[src/rtl/ccsd_pkg.sv]
`default_nettype none
package ccsd_pkg;

	localparam int WORD_BITS  = 24;
	localparam int GUARD_BITS = 2;

	// differences of two words, their products and sums of three products
	localparam int DIFF_W = WORD_BITS + 1;
	localparam int SQ_W   = 2 * WORD_BITS + 2;
	localparam int HALF_W = SQ_W / 2;
	localparam int PROD_W = 2 * SQ_W;

	// divider: numerator scaled by 2^(2G), quotient bounded by 2^QUO_W
	localparam int QUO_W = SQ_W + 2 * GUARD_BITS;
	localparam int NUM_W = PROD_W + 2 * GUARD_BITS;

	// square root: radicand of RAD_W bits, one root bit per cell
	localparam int ROOT_W = (QUO_W + 1) / 2 + 1;
	localparam int RAD_W  = 2 * ROOT_W;
	localparam int REM_W  = ROOT_W + 2;
	localparam int DIST_W = ROOT_W + 2;

	localparam int FRONT_STAGES = 6;
	localparam int SIDE_A_LEN   = QUO_W + ROOT_W + 1;
	localparam int N_STAGES     = FRONT_STAGES + QUO_W + 2 * ROOT_W + 2;

	typedef struct packed {
		logic signed [WORD_BITS-1:0] point_x;
		logic signed [WORD_BITS-1:0] point_y;
		logic signed [WORD_BITS-1:0] point_z;
		logic signed [WORD_BITS-1:0] end_a_x;
		logic signed [WORD_BITS-1:0] end_a_y;
		logic signed [WORD_BITS-1:0] end_a_z;
		logic signed [WORD_BITS-1:0] end_b_x;
		logic signed [WORD_BITS-1:0] end_b_y;
		logic signed [WORD_BITS-1:0] end_b_z;
		logic [WORD_BITS-2:0]        radius;
	} in_t;

	typedef struct packed {
		logic signed [WORD_BITS-1:0] distance;
		logic                        degenerate;
		logic                        saturated;
	} out_t;

	typedef struct packed {
		logic [SQ_W-1:0]  rem;
		logic [QUO_W-1:0] w;
		logic [SQ_W-1:0]  d;
	} div_t;

	typedef struct packed {
		logic [REM_W-1:0]  rem;
		logic [ROOT_W-1:0] root;
		logic [RAD_W-1:0]  w;
	} sqrt_t;

	typedef struct packed {
		logic [WORD_BITS-2:0] radius;
		logic                 ypos;
		logic                 degen;
	} sida_t;

	typedef struct packed {
		logic                     bneg;
		logic signed [DIST_W-1:0] dmax;
		logic                     degen;
	} sidb_t;

endpackage
`default_nettype wire

[src/rtl/ccsd_sqrt_cell.sv]
`default_nettype none
// one digit of the integer square root: two radicand bits in, one root bit out
module ccsd_sqrt_cell (
	input  wire logic            clk,
	input  wire logic            en,
	input  wire ccsd_pkg::sqrt_t din,
	output ccsd_pkg::sqrt_t      dout
);
	import ccsd_pkg::*;

	logic [REM_W+1:0] acc;
	logic [REM_W+1:0] trial;
	logic [REM_W+1:0] diff;
	logic             ge;

	assign acc   = {din.rem, din.w[RAD_W-1 -: 2]};
	assign trial = {2'b00, din.root, 2'b01};
	assign diff  = acc - trial;
	assign ge    = (acc >= trial);

	always_ff @(posedge clk) begin
		if (en) begin
			dout.rem  <= ge ? diff[REM_W-1:0] : acc[REM_W-1:0];
			dout.root <= {din.root[ROOT_W-2:0], ge};
			dout.w    <= {din.w[RAD_W-3:0], 2'b00};
		end
	end

endmodule
`default_nettype wire

[config.mk]
export PLATFORM = sky130hd
export DESIGN_NAME = ccsd_sqrt_cell
export DESIGN_NICKNAME = d
export VERILOG_FILES = /design/src/rtl/ccsd_pkg.sv /design/src/rtl/ccsd_sqrt_cell.sv
export SDC_FILE = /design/constraint.sdc
export NUM_CORES = 1
export LEC_CHECK = 0
export BUFFER_PORTS_ARGS = -buffer_cell sky130_fd_sc_hd__buf_2
export CORE_UTILIZATION = 50
export CTS_CLUSTER_SIZE = 14
export DETAILED_ROUTE_END_ITERATION = 7
export PLACE_DENSITY = 0.94
export SYNTH_ARGS = -nofsm -noshare
export SYNTH_HDL_FRONTEND = slang
export SYNTH_SLANG_ARGS = --single-unit
[constraint.sdc]
create_clock -name clk -period 3.77 [get_ports clk]
set_input_delay 0.754 -clock clk [delete_from_list [all_inputs] [get_ports clk]]
set_output_delay 0.754 -clock clk [all_outputs]
set_load 0.05 [all_outputs]
==> results_dict.tcl <==
set metrics [dict create \
    clock-sinks 112 \
    status "completed" \
    yosys.area.top_type "edfxtp_1" \
    routedWlPerCell_um 17.4 \
    worstPathArrival_ps 3130 \
    top_register "dout" \
    netlist_top_cells_count "edfxtp_1, a21oi_1, inv_1, nor2_1, nand2_1" \
    post_cts_buffers 0 \
    syn2layout_area_growth_pct 27.0 \
    finalInstanceArea_um2 7280 \
    drt-met1-wl_um 5860 \
    tightest_slew_ps 632 \
    grtUsageTotal 0.248 \
    drt_iter0_markers 269 \
    synth_edf_count 112 \
    whs_path_depth 1 \
    startpoint_type "input pin" \
    ys_seq_area_frac 0.587 \
    die_area_um2 11900 \
    holdPathEnd "dout[38]$_DFFE_PP_" \
    ctsResizeCount 0 \
    coreArea_um2 11000 \
    fin_crit_ps 3030 \
    antenna_found_initial 0 \
    setup_viol 0 \
    cts_buffers 9 \
    hold_class "input pin to flop" \
    synthTopCellsByArea "edfxtp_1, ha_1, a21oi_1" \
    ys_types 63 \
    die_h_um 109 \
    htree_levels 3 \
    fmax_ghz 0.330 \
    rows 38 \
    power_density_nw_per_um2 505 \
    top_layer "met4" \
    ios 230 \
    place_area_um2 6990 \
    via_count 4635 \
    drcViolationCount 0 \
    synth_seq_cells 112 \
    largest_reg_flops 112 \
    crit_path_end_kind "flop" \
    clockBufferDepth 2 \
    fin_crit_sh 0.804 \
    final.setup.tns_ps 0 \
    antenna_cells 0 \
    final_layout_size_suffix_gt1_frac 0.368 \
    ys_async_sr_fraction 0 \
    die_x_um 109 \
    drt_wl_total_um 14900 \
    synth_area_um2 5730 \
    yosys_warnings 0 \
    worstSetupPathType "input pin to flop" \
    grt-ovfl-total 0 \
    dp_hpwl_um 11600 \
    maxCapViolCount 0 \
    dr.pass1.iters 5 \
    clk_pin_slew_ps 80 \
    cts_root_buffer "clkbuf_16" \
    cts_hold_buffers 0 \
    critPathMaxFanout 20 \
    dr_wl_met3_um 1220 \
    port_buffers 227 \
    yosysMostFrequentCell "edfxtp_1" \
    synthCells 486 \
    maxSlewHeadroom 0.579 \
    globalplace.congestion 0.901 \
    grt_pass1_wl_um 22100 \
    synth_flop_cell "edfxtp_1" \
    avgSynthCellArea_um2 11.8 \
    slew_viol_final 0 \
    vias_per_cell 5.40 \
    grt_pass1_vias 4431 \
    synth_top_area_frac 0.587 \
    wl_met2_um 7520 \
    utilization 0.663 \
    hold_viol 0 \
    cts_tree "done" \
    leakage_uw 0.00322 \
    grt_max_degree 65 \
    largestRegisters "dout x112" \
    rsz0062_at_grt "false" \
    min_from "din[36]" \
    required_ps 3870 \
    max-vdd-ir-drop_mv 0.334 \
    ant_nets 0 \
    initial_utilization 0.522 \
    final_nets 859 \
]
[report_power, final]
part | leakage (uW) | internal, uW | switching (uW) | total (uW)
clock network | 0.000141 | 462 | 458 | 920
logic | 0.00198 | 314 | 872 | 1190
registers | 0.00110 | 1540 | 34.1 | 1570
[worst max-delay path: stages]
cell,delay (ps)
buf_2,80
inv_1,40
ha_1,400
and4_1,310
nand4_1,130
o311ai_1,520
o21ai_4,80
inv_2,320
buf_4,270
o211ai_2,90
o311a_1,130
[cell families after synthesis]
group,after synthesis,share of synthesized area
buf+inv,60,0.0467
mux,1,0.00175
other cells,1,0.000654
fa+ha+maj,30,0.0655
xor+xnor,21,0.0321
flops,112,0.587
compound gates,130,0.155
simple gates,131,0.112
[final cells by class]
class                   count  area (um^2)
multi-input cells         315         2110
repair buffers            231         1180
flip-flops and latches    112         3360
well taps                 140          175
clock buffers               9          225
fillers                   833         3700
clock inverters             7         66.3
inverters                  44          165
[metal layers]
metal	global-route usage	up-vias
met5	0	-
met4	0.0917	0
met3	0.0586	22
met2	0.442	217
met1	0.288	2146
li1	-	2250
[placed cells by master, fill, tap and decap left out, drive strengths merged, types with 5 or more instances in the layout]
master and instances:
a21boi 6, a21o 9, clkbuf 9, inv 46
buf 231, a211oi 6, and3 5, nand2 33
edfxtp 112, xnor2 12, xor2 9, nor3 15
nand3 7, o21a 5, and2 5, o21ai 25
or3 5, o211ai 6, nor2 39, a21oi 49
ha 30
[per-stage QoR]
stage	hold WS, ps	worst slack (ps)	power [uW]	cells
after global placement	931	496	2760	842
after floorplan	853	1020	2470	487
after global routing	561	572	3820	858
after CTS	563	762	3690	858
after detailed placement	933	406	2780	842
final	567	739	3680	858
[worst max path at each step]
stage	startpoint	end	cells past startpoint	slack, ps
2_1_floorplan	din[61]	dout[109]$_DFFE_PP_	11	1020
4_1_cts	din[61]	dout[106]$_DFFE_PP_	11	760
3_3_place_gp	din[75]	dout[106]$_DFFE_PP_	11	500
3_5_place_dp	din[61]	dout[106]$_DFFE_PP_	11	410
6_report	din[61]	dout[106]$_DFFE_PP_	11	740
5_1_grt	din[59]	dout[106]$_DFFE_PP_	11	570
No activity file was read; power rests on OpenSTA's default activity.
