File: config.mk
export PLATFORM = sky130hd
export DESIGN_NAME = ccsd_div_cell
export DESIGN_NICKNAME = d
export VERILOG_FILES = /design/src/rtl/ccsd_pkg.sv /design/src/rtl/ccsd_div_cell.sv
export SDC_FILE = /design/constraint.sdc
export NUM_CORES = 1
export LEC_CHECK = 0
export BUFFER_PORTS_ARGS = -buffer_cell sky130_fd_sc_hd__buf_2
export CAP_MARGIN = 10
export CORE_ASPECT_RATIO = 1.5
export CORE_MARGIN = 8
export CORE_UTILIZATION = 40
export CTS_CLUSTER_DIAMETER = 80
export CTS_CLUSTER_SIZE = 25
export DETAILED_ROUTE_END_ITERATION = 8
export GPL_TIMING_DRIVEN = 0
export PLACE_DENSITY = 0.79
export SLEW_MARGIN = 20
export SYNTH_ARGS = -nofsm -noshare
export SYNTH_HDL_FRONTEND = slang
export SYNTH_SLANG_ARGS = --single-unit
File: constraint.sdc
create_clock -name clk -period 4 [get_ports clk]
set_input_delay 0.8 -clock clk [delete_from_list [all_inputs] [get_ports clk]]
set_output_delay 0.8 -clock clk [all_outputs]
set_load 0.05 [all_outputs]
File: src/rtl/ccsd_pkg.sv
`default_nettype none
package ccsd_pkg;

	localparam int WORD_BITS  = 24;
	localparam int GUARD_BITS = 2;

	// differences of two words, their products and sums of three products
	localparam int DIFF_W = WORD_BITS + 1;
	localparam int SQ_W   = 2 * WORD_BITS + 2;
	localparam int HALF_W = SQ_W / 2;
	localparam int PROD_W = 2 * SQ_W;

	// divider: numerator scaled by 2^(2G), quotient bounded by 2^QUO_W
	localparam int QUO_W = SQ_W + 2 * GUARD_BITS;
	localparam int NUM_W = PROD_W + 2 * GUARD_BITS;

	// square root: radicand of RAD_W bits, one root bit per cell
	localparam int ROOT_W = (QUO_W + 1) / 2 + 1;
	localparam int RAD_W  = 2 * ROOT_W;
	localparam int REM_W  = ROOT_W + 2;
	localparam int DIST_W = ROOT_W + 2;

	localparam int FRONT_STAGES = 6;
	localparam int SIDE_A_LEN   = QUO_W + ROOT_W + 1;
	localparam int N_STAGES     = FRONT_STAGES + QUO_W + 2 * ROOT_W + 2;

	typedef struct packed {
		logic signed [WORD_BITS-1:0] point_x;
		logic signed [WORD_BITS-1:0] point_y;
		logic signed [WORD_BITS-1:0] point_z;
		logic signed [WORD_BITS-1:0] end_a_x;
		logic signed [WORD_BITS-1:0] end_a_y;
		logic signed [WORD_BITS-1:0] end_a_z;
		logic signed [WORD_BITS-1:0] end_b_x;
		logic signed [WORD_BITS-1:0] end_b_y;
		logic signed [WORD_BITS-1:0] end_b_z;
		logic [WORD_BITS-2:0]        radius;
	} in_t;

	typedef struct packed {
		logic signed [WORD_BITS-1:0] distance;
		logic                        degenerate;
		logic                        saturated;
	} out_t;

	typedef struct packed {
		logic [SQ_W-1:0]  rem;
		logic [QUO_W-1:0] w;
		logic [SQ_W-1:0]  d;
	} div_t;

	typedef struct packed {
		logic [REM_W-1:0]  rem;
		logic [ROOT_W-1:0] root;
		logic [RAD_W-1:0]  w;
	} sqrt_t;

	typedef struct packed {
		logic [WORD_BITS-2:0] radius;
		logic                 ypos;
		logic                 degen;
	} sida_t;

	typedef struct packed {
		logic                     bneg;
		logic signed [DIST_W-1:0] dmax;
		logic                     degen;
	} sidb_t;

endpackage
`default_nettype wire

File: src/rtl/ccsd_div_cell.sv
`default_nettype none
// one restoring division step: one quotient bit enters w as one numerator bit leaves
module ccsd_div_cell (
	input  wire logic           clk,
	input  wire logic           en,
	input  wire ccsd_pkg::div_t din,
	output ccsd_pkg::div_t      dout
);
	import ccsd_pkg::*;

	logic [SQ_W:0] trial;
	logic [SQ_W:0] diff;
	logic          ge;

	assign trial = {din.rem, din.w[QUO_W-1]};
	assign diff  = trial - {1'b0, din.d};
	assign ge    = (trial >= {1'b0, din.d});

	always_ff @(posedge clk) begin
		if (en) begin
			dout.rem <= ge ? diff[SQ_W-1:0] : trial[SQ_W-1:0];
			dout.w   <= {din.w[QUO_W-2:0], ge};
			dout.d   <= din.d;
		end
	end

endmodule
`default_nettype wire

==> results.md <==
- Hold Path Depth: 1
- Top reg by flops: dout
- Seq/Total Area, Yosys: 0.552
- Ys Warns: 0
- Initial DRC Count: roughly 340
- Total global routing overflow: 0
- Largest net degree at the start of global routing: 80
- Tightest Hold Check Type: in2reg
- Routing usage on met1: 0.178
- Int Pwr: roughly 3.4 mW
- Comb pwr share: 0.306
- Critical path class: in2reg
- Clock group share of total power: 0.306
- First-pass GRT wire length: just under 40 mm
- Final Hold Fails: 0
- Post-CTS resize count: 0
- Data required, critical path: 4190 ps
- Layout cells sized above 1: 0.347
- TritonCTS clock tree: done
- Clk sink count: between 150 and 200
- RSZ-0062 raised after global routing: no
- Setup_tns: 0 ps
- Detail Placement HPWL: around 22 mm
- Buffers on Ports: between 300 and 400
- Sequential share of power: 0.388
- Die height: just under 200 um
- Crit start category: input pin
- Worst-path cell chain: buf_2, inv_1, ha_1, inv_1, fa_1, a211oi_1, o211ai_1, nand4_1, a21oi_1, or3_1, a211o_2, a211oi_2, xor2_1, o21ai_1
- Setup WS pre-CTS: -256 ps
- Yosys cell types: 70
- Area grow syn2layout: 30.0%
- CP max FO: 6
- Final min period: between 3000 and 4000 ps
- Number of synthesized flops with an enable pin: roughly 150
- Hold Buf Count CTS: 0
- Worst VDD drop: approximately 250 uV
- Number of global-route vias before repair: 7363
- Met2 usage: 0.384
- Post-Syn Area: around 0.0084 sq mm
- Arrival time at the worst endpoint: around 3900 ps
- Die area: between 0.02 and 0.03 sq mm
- Detailed-route DRC error count: 0
- Initial antenna violation count: 8
- Yosys reg bits: around 150
- Post-Syn Nets: 955
- HP Start: din[83]
- Most numerous cell on the critical path: inv_1
- Pwr dens: a little under 500 mW/mm^2
- Synth Flop Type: edfxtp_1
- Status: completed
- Lkg Pwr: about 4.9 nW
- Gr usage total: 0.200
- Final net count: about 1300
- Biggest registers after layout: dout x154
- Slew @ Worst Pin: between 600 and 700 ps
- DR WL/cell: between 15 and 20 um
- Slew HR: 0.590
- CTS Buf Count: 17
- Fin worst setup slack: around 250 ps
- I/O pin cnt: between 300 and 400
- Register area: around 0.0046 sq mm
- Routed via count: a little over 7000
- Gpl congestion: between 0.9 and 1
- Initial core utilization: 0.402
- Postcts setup bufs: 0
- Max cap viols: 0
- # fillers: 1911
- Max reg flops: between 150 and 200
- Final wirelength: approximately 27 mm
- Psw: 1.88 mW
- Sw Share: 0.359
- Max Buffers Root-to-Sink: 2
- GRT Max-Usage Layer: met2
- Crit path capture type: flip-flop
- CP max stage cell: fa_1
- CORE AREA: 0.0208 sq mm
- Area of the multi-input gates: between 0.003 and 0.004 sq mm
- Clk Tree Root Cell: clkbuf_16
- Worst min-delay path endpoint: dout[84]$_DFFE_PP_
- Clk slew on worst S/H paths: approximately 70 ps
- Setup violations, final: 0
- Grt met3 use: 0.0661
- CP max stage delay: about 430 ps
- DR pass1 iterations: 5
- F_max: between 0.2 and 0.3 GHz
- H-tree levels: 4
- Crit share post-route: 0.938
- Final Slew Violations: 0
- Mapped Cells: 748
- Die width: ~130 um
- Avg Synthesized Cell Area: between 10 and 15 sq um
- Row count: 65
- Async S/R FF share, synth: 0
- Via-to-Cell Ratio: 5.21
- Final ANT Viol Nets: 0
## worst max-delay path by stage
stage                     startpoint                  end  slack, ps  cells after the start
final                       din[103]  dout[152]$_DFFE_PP_        250                     14
after global routing        din[103]  dout[152]$_DFFE_PP_        130                     14
after CTS                   din[103]  dout[152]$_DFFE_PP_        200                     14
after detailed placement    din[103]  dout[152]$_DFFE_PP_       -260                     14
after global placement      din[103]  dout[152]$_DFFE_PP_       -240                     14
after floorplan             din[103]  dout[152]$_DFFE_PP_        570                     13
## power groups by stage
stage | clock [mW] | combinational, mW | sequential (mW)
6_report | 1.60 | 1.60 | 2.03
4_1_cts | 1.64 | 1.61 | 2.03
2_1_floorplan | 0 | 0.524 | 2.68
5_1_grt | 1.68 | 1.71 | 2.05
3_5_place_dp | 0 | 1.60 | 2.06
3_3_place_gp | 0 | 1.58 | 2.06
## final cells by class
class / instances / share of cell area
repair buffers: 310 / 0.145
multi-input cells: 504 / 0.308
clock inverters: 15 / 0.0148
plain buffers: 25 / 0.0142
diodes: 4 / 0.000919
inverters: 65 / 0.0224
well taps: 268 / 0.0308
flip-flops and latches: 154 / 0.425
clock buffers: 17 / 0.0391
## metal layers
metal / vias to the layer above / wire length (um)
met5: - / 42
met4: 8 / 788
met3: 48 / 2290
met2: 287 / 14600
met1: 3323 / 8820
li1: 3427 / -
## worst max-delay path, delay by kind of cell
| kind | cells | cell delay (ps) |
|---|---|---|
| compound gates | 6 | 1550 |
| fa+ha+maj | 2 | 580 |
| simple gates | 2 | 570 |
| xor+xnor | 1 | 230 |
| buf+inv | 3 | 190 |
## layout by cell type, fill, tap and decap left out, drive strengths merged, types with 4 or more instances in the layout
master  instances
ha             50
o21bai         12
xnor2          22
nand4          14
a21boi          4
nand2b          4
and3            9
nor2           25
nand2          85
a31oi           7
nand3          14
nor4            6
nor3            9
mux2            5
and2            6
inv            71
a21oi          65
a211oi          4
o21ai          74
o211ai          7
edfxtp        154
clkbuf         28
diode           4
xor2           20
clkinv          5
buf           323
a21o           22
## cell families after synthesis
kind of cell               Yosys count  synth area share
muxes                                6           0.00836
and+or+nand+nor                    189             0.111
adders and majority gates           51            0.0771
xor gates and xnor gates            42            0.0439
buffers and inverters               90            0.0476
AOI/OAI and AO/OA                  216             0.160
DFF                                154             0.552
## cell usage after synthesis (all sizes together) (5+ instances only)
cell	number	area, sq um
a21o	22	165
a21oi	65	329
a31oi	7	43.8
and2	6	41.3
and3	9	61.3
buf	13	92.6
clkbuf	11	51.3
edfxtp	154	4620
ha	50	626
inv	65	244
mux2	5	60.1
nand2	85	322
nand3	14	70.1
nand4	14	87.6
nor2	25	93.8
nor3	9	45.0
nor4	6	37.5
o211ai	7	52.6
o21ai	74	378
o21bai	12	90.1
xnor2	22	193
xor2	20	175
## stage by stage
| stage | std cells | power, mW | util | hold slack (ps) | area (sq um) |
|---|---|---|---|---|---|
| 2_1_floorplan | 748 | 3.20 | - | 899 | 8380 |
| 3_3_place_gp | 1325 | 3.64 | 0.493 | 977 | 10300 |
| 3_5_place_dp | 1326 | 3.67 | 0.495 | 978 | 10300 |
| 4_1_cts | 1358 | 5.28 | 0.523 | 518 | 10900 |
| 5_1_grt | 1362 | 5.44 | 0.523 | 520 | 10900 |
| 6_report | 1362 | 5.23 | 0.523 | 538 | 10900 |
No activity file was read; power rests on OpenSTA's default activity.
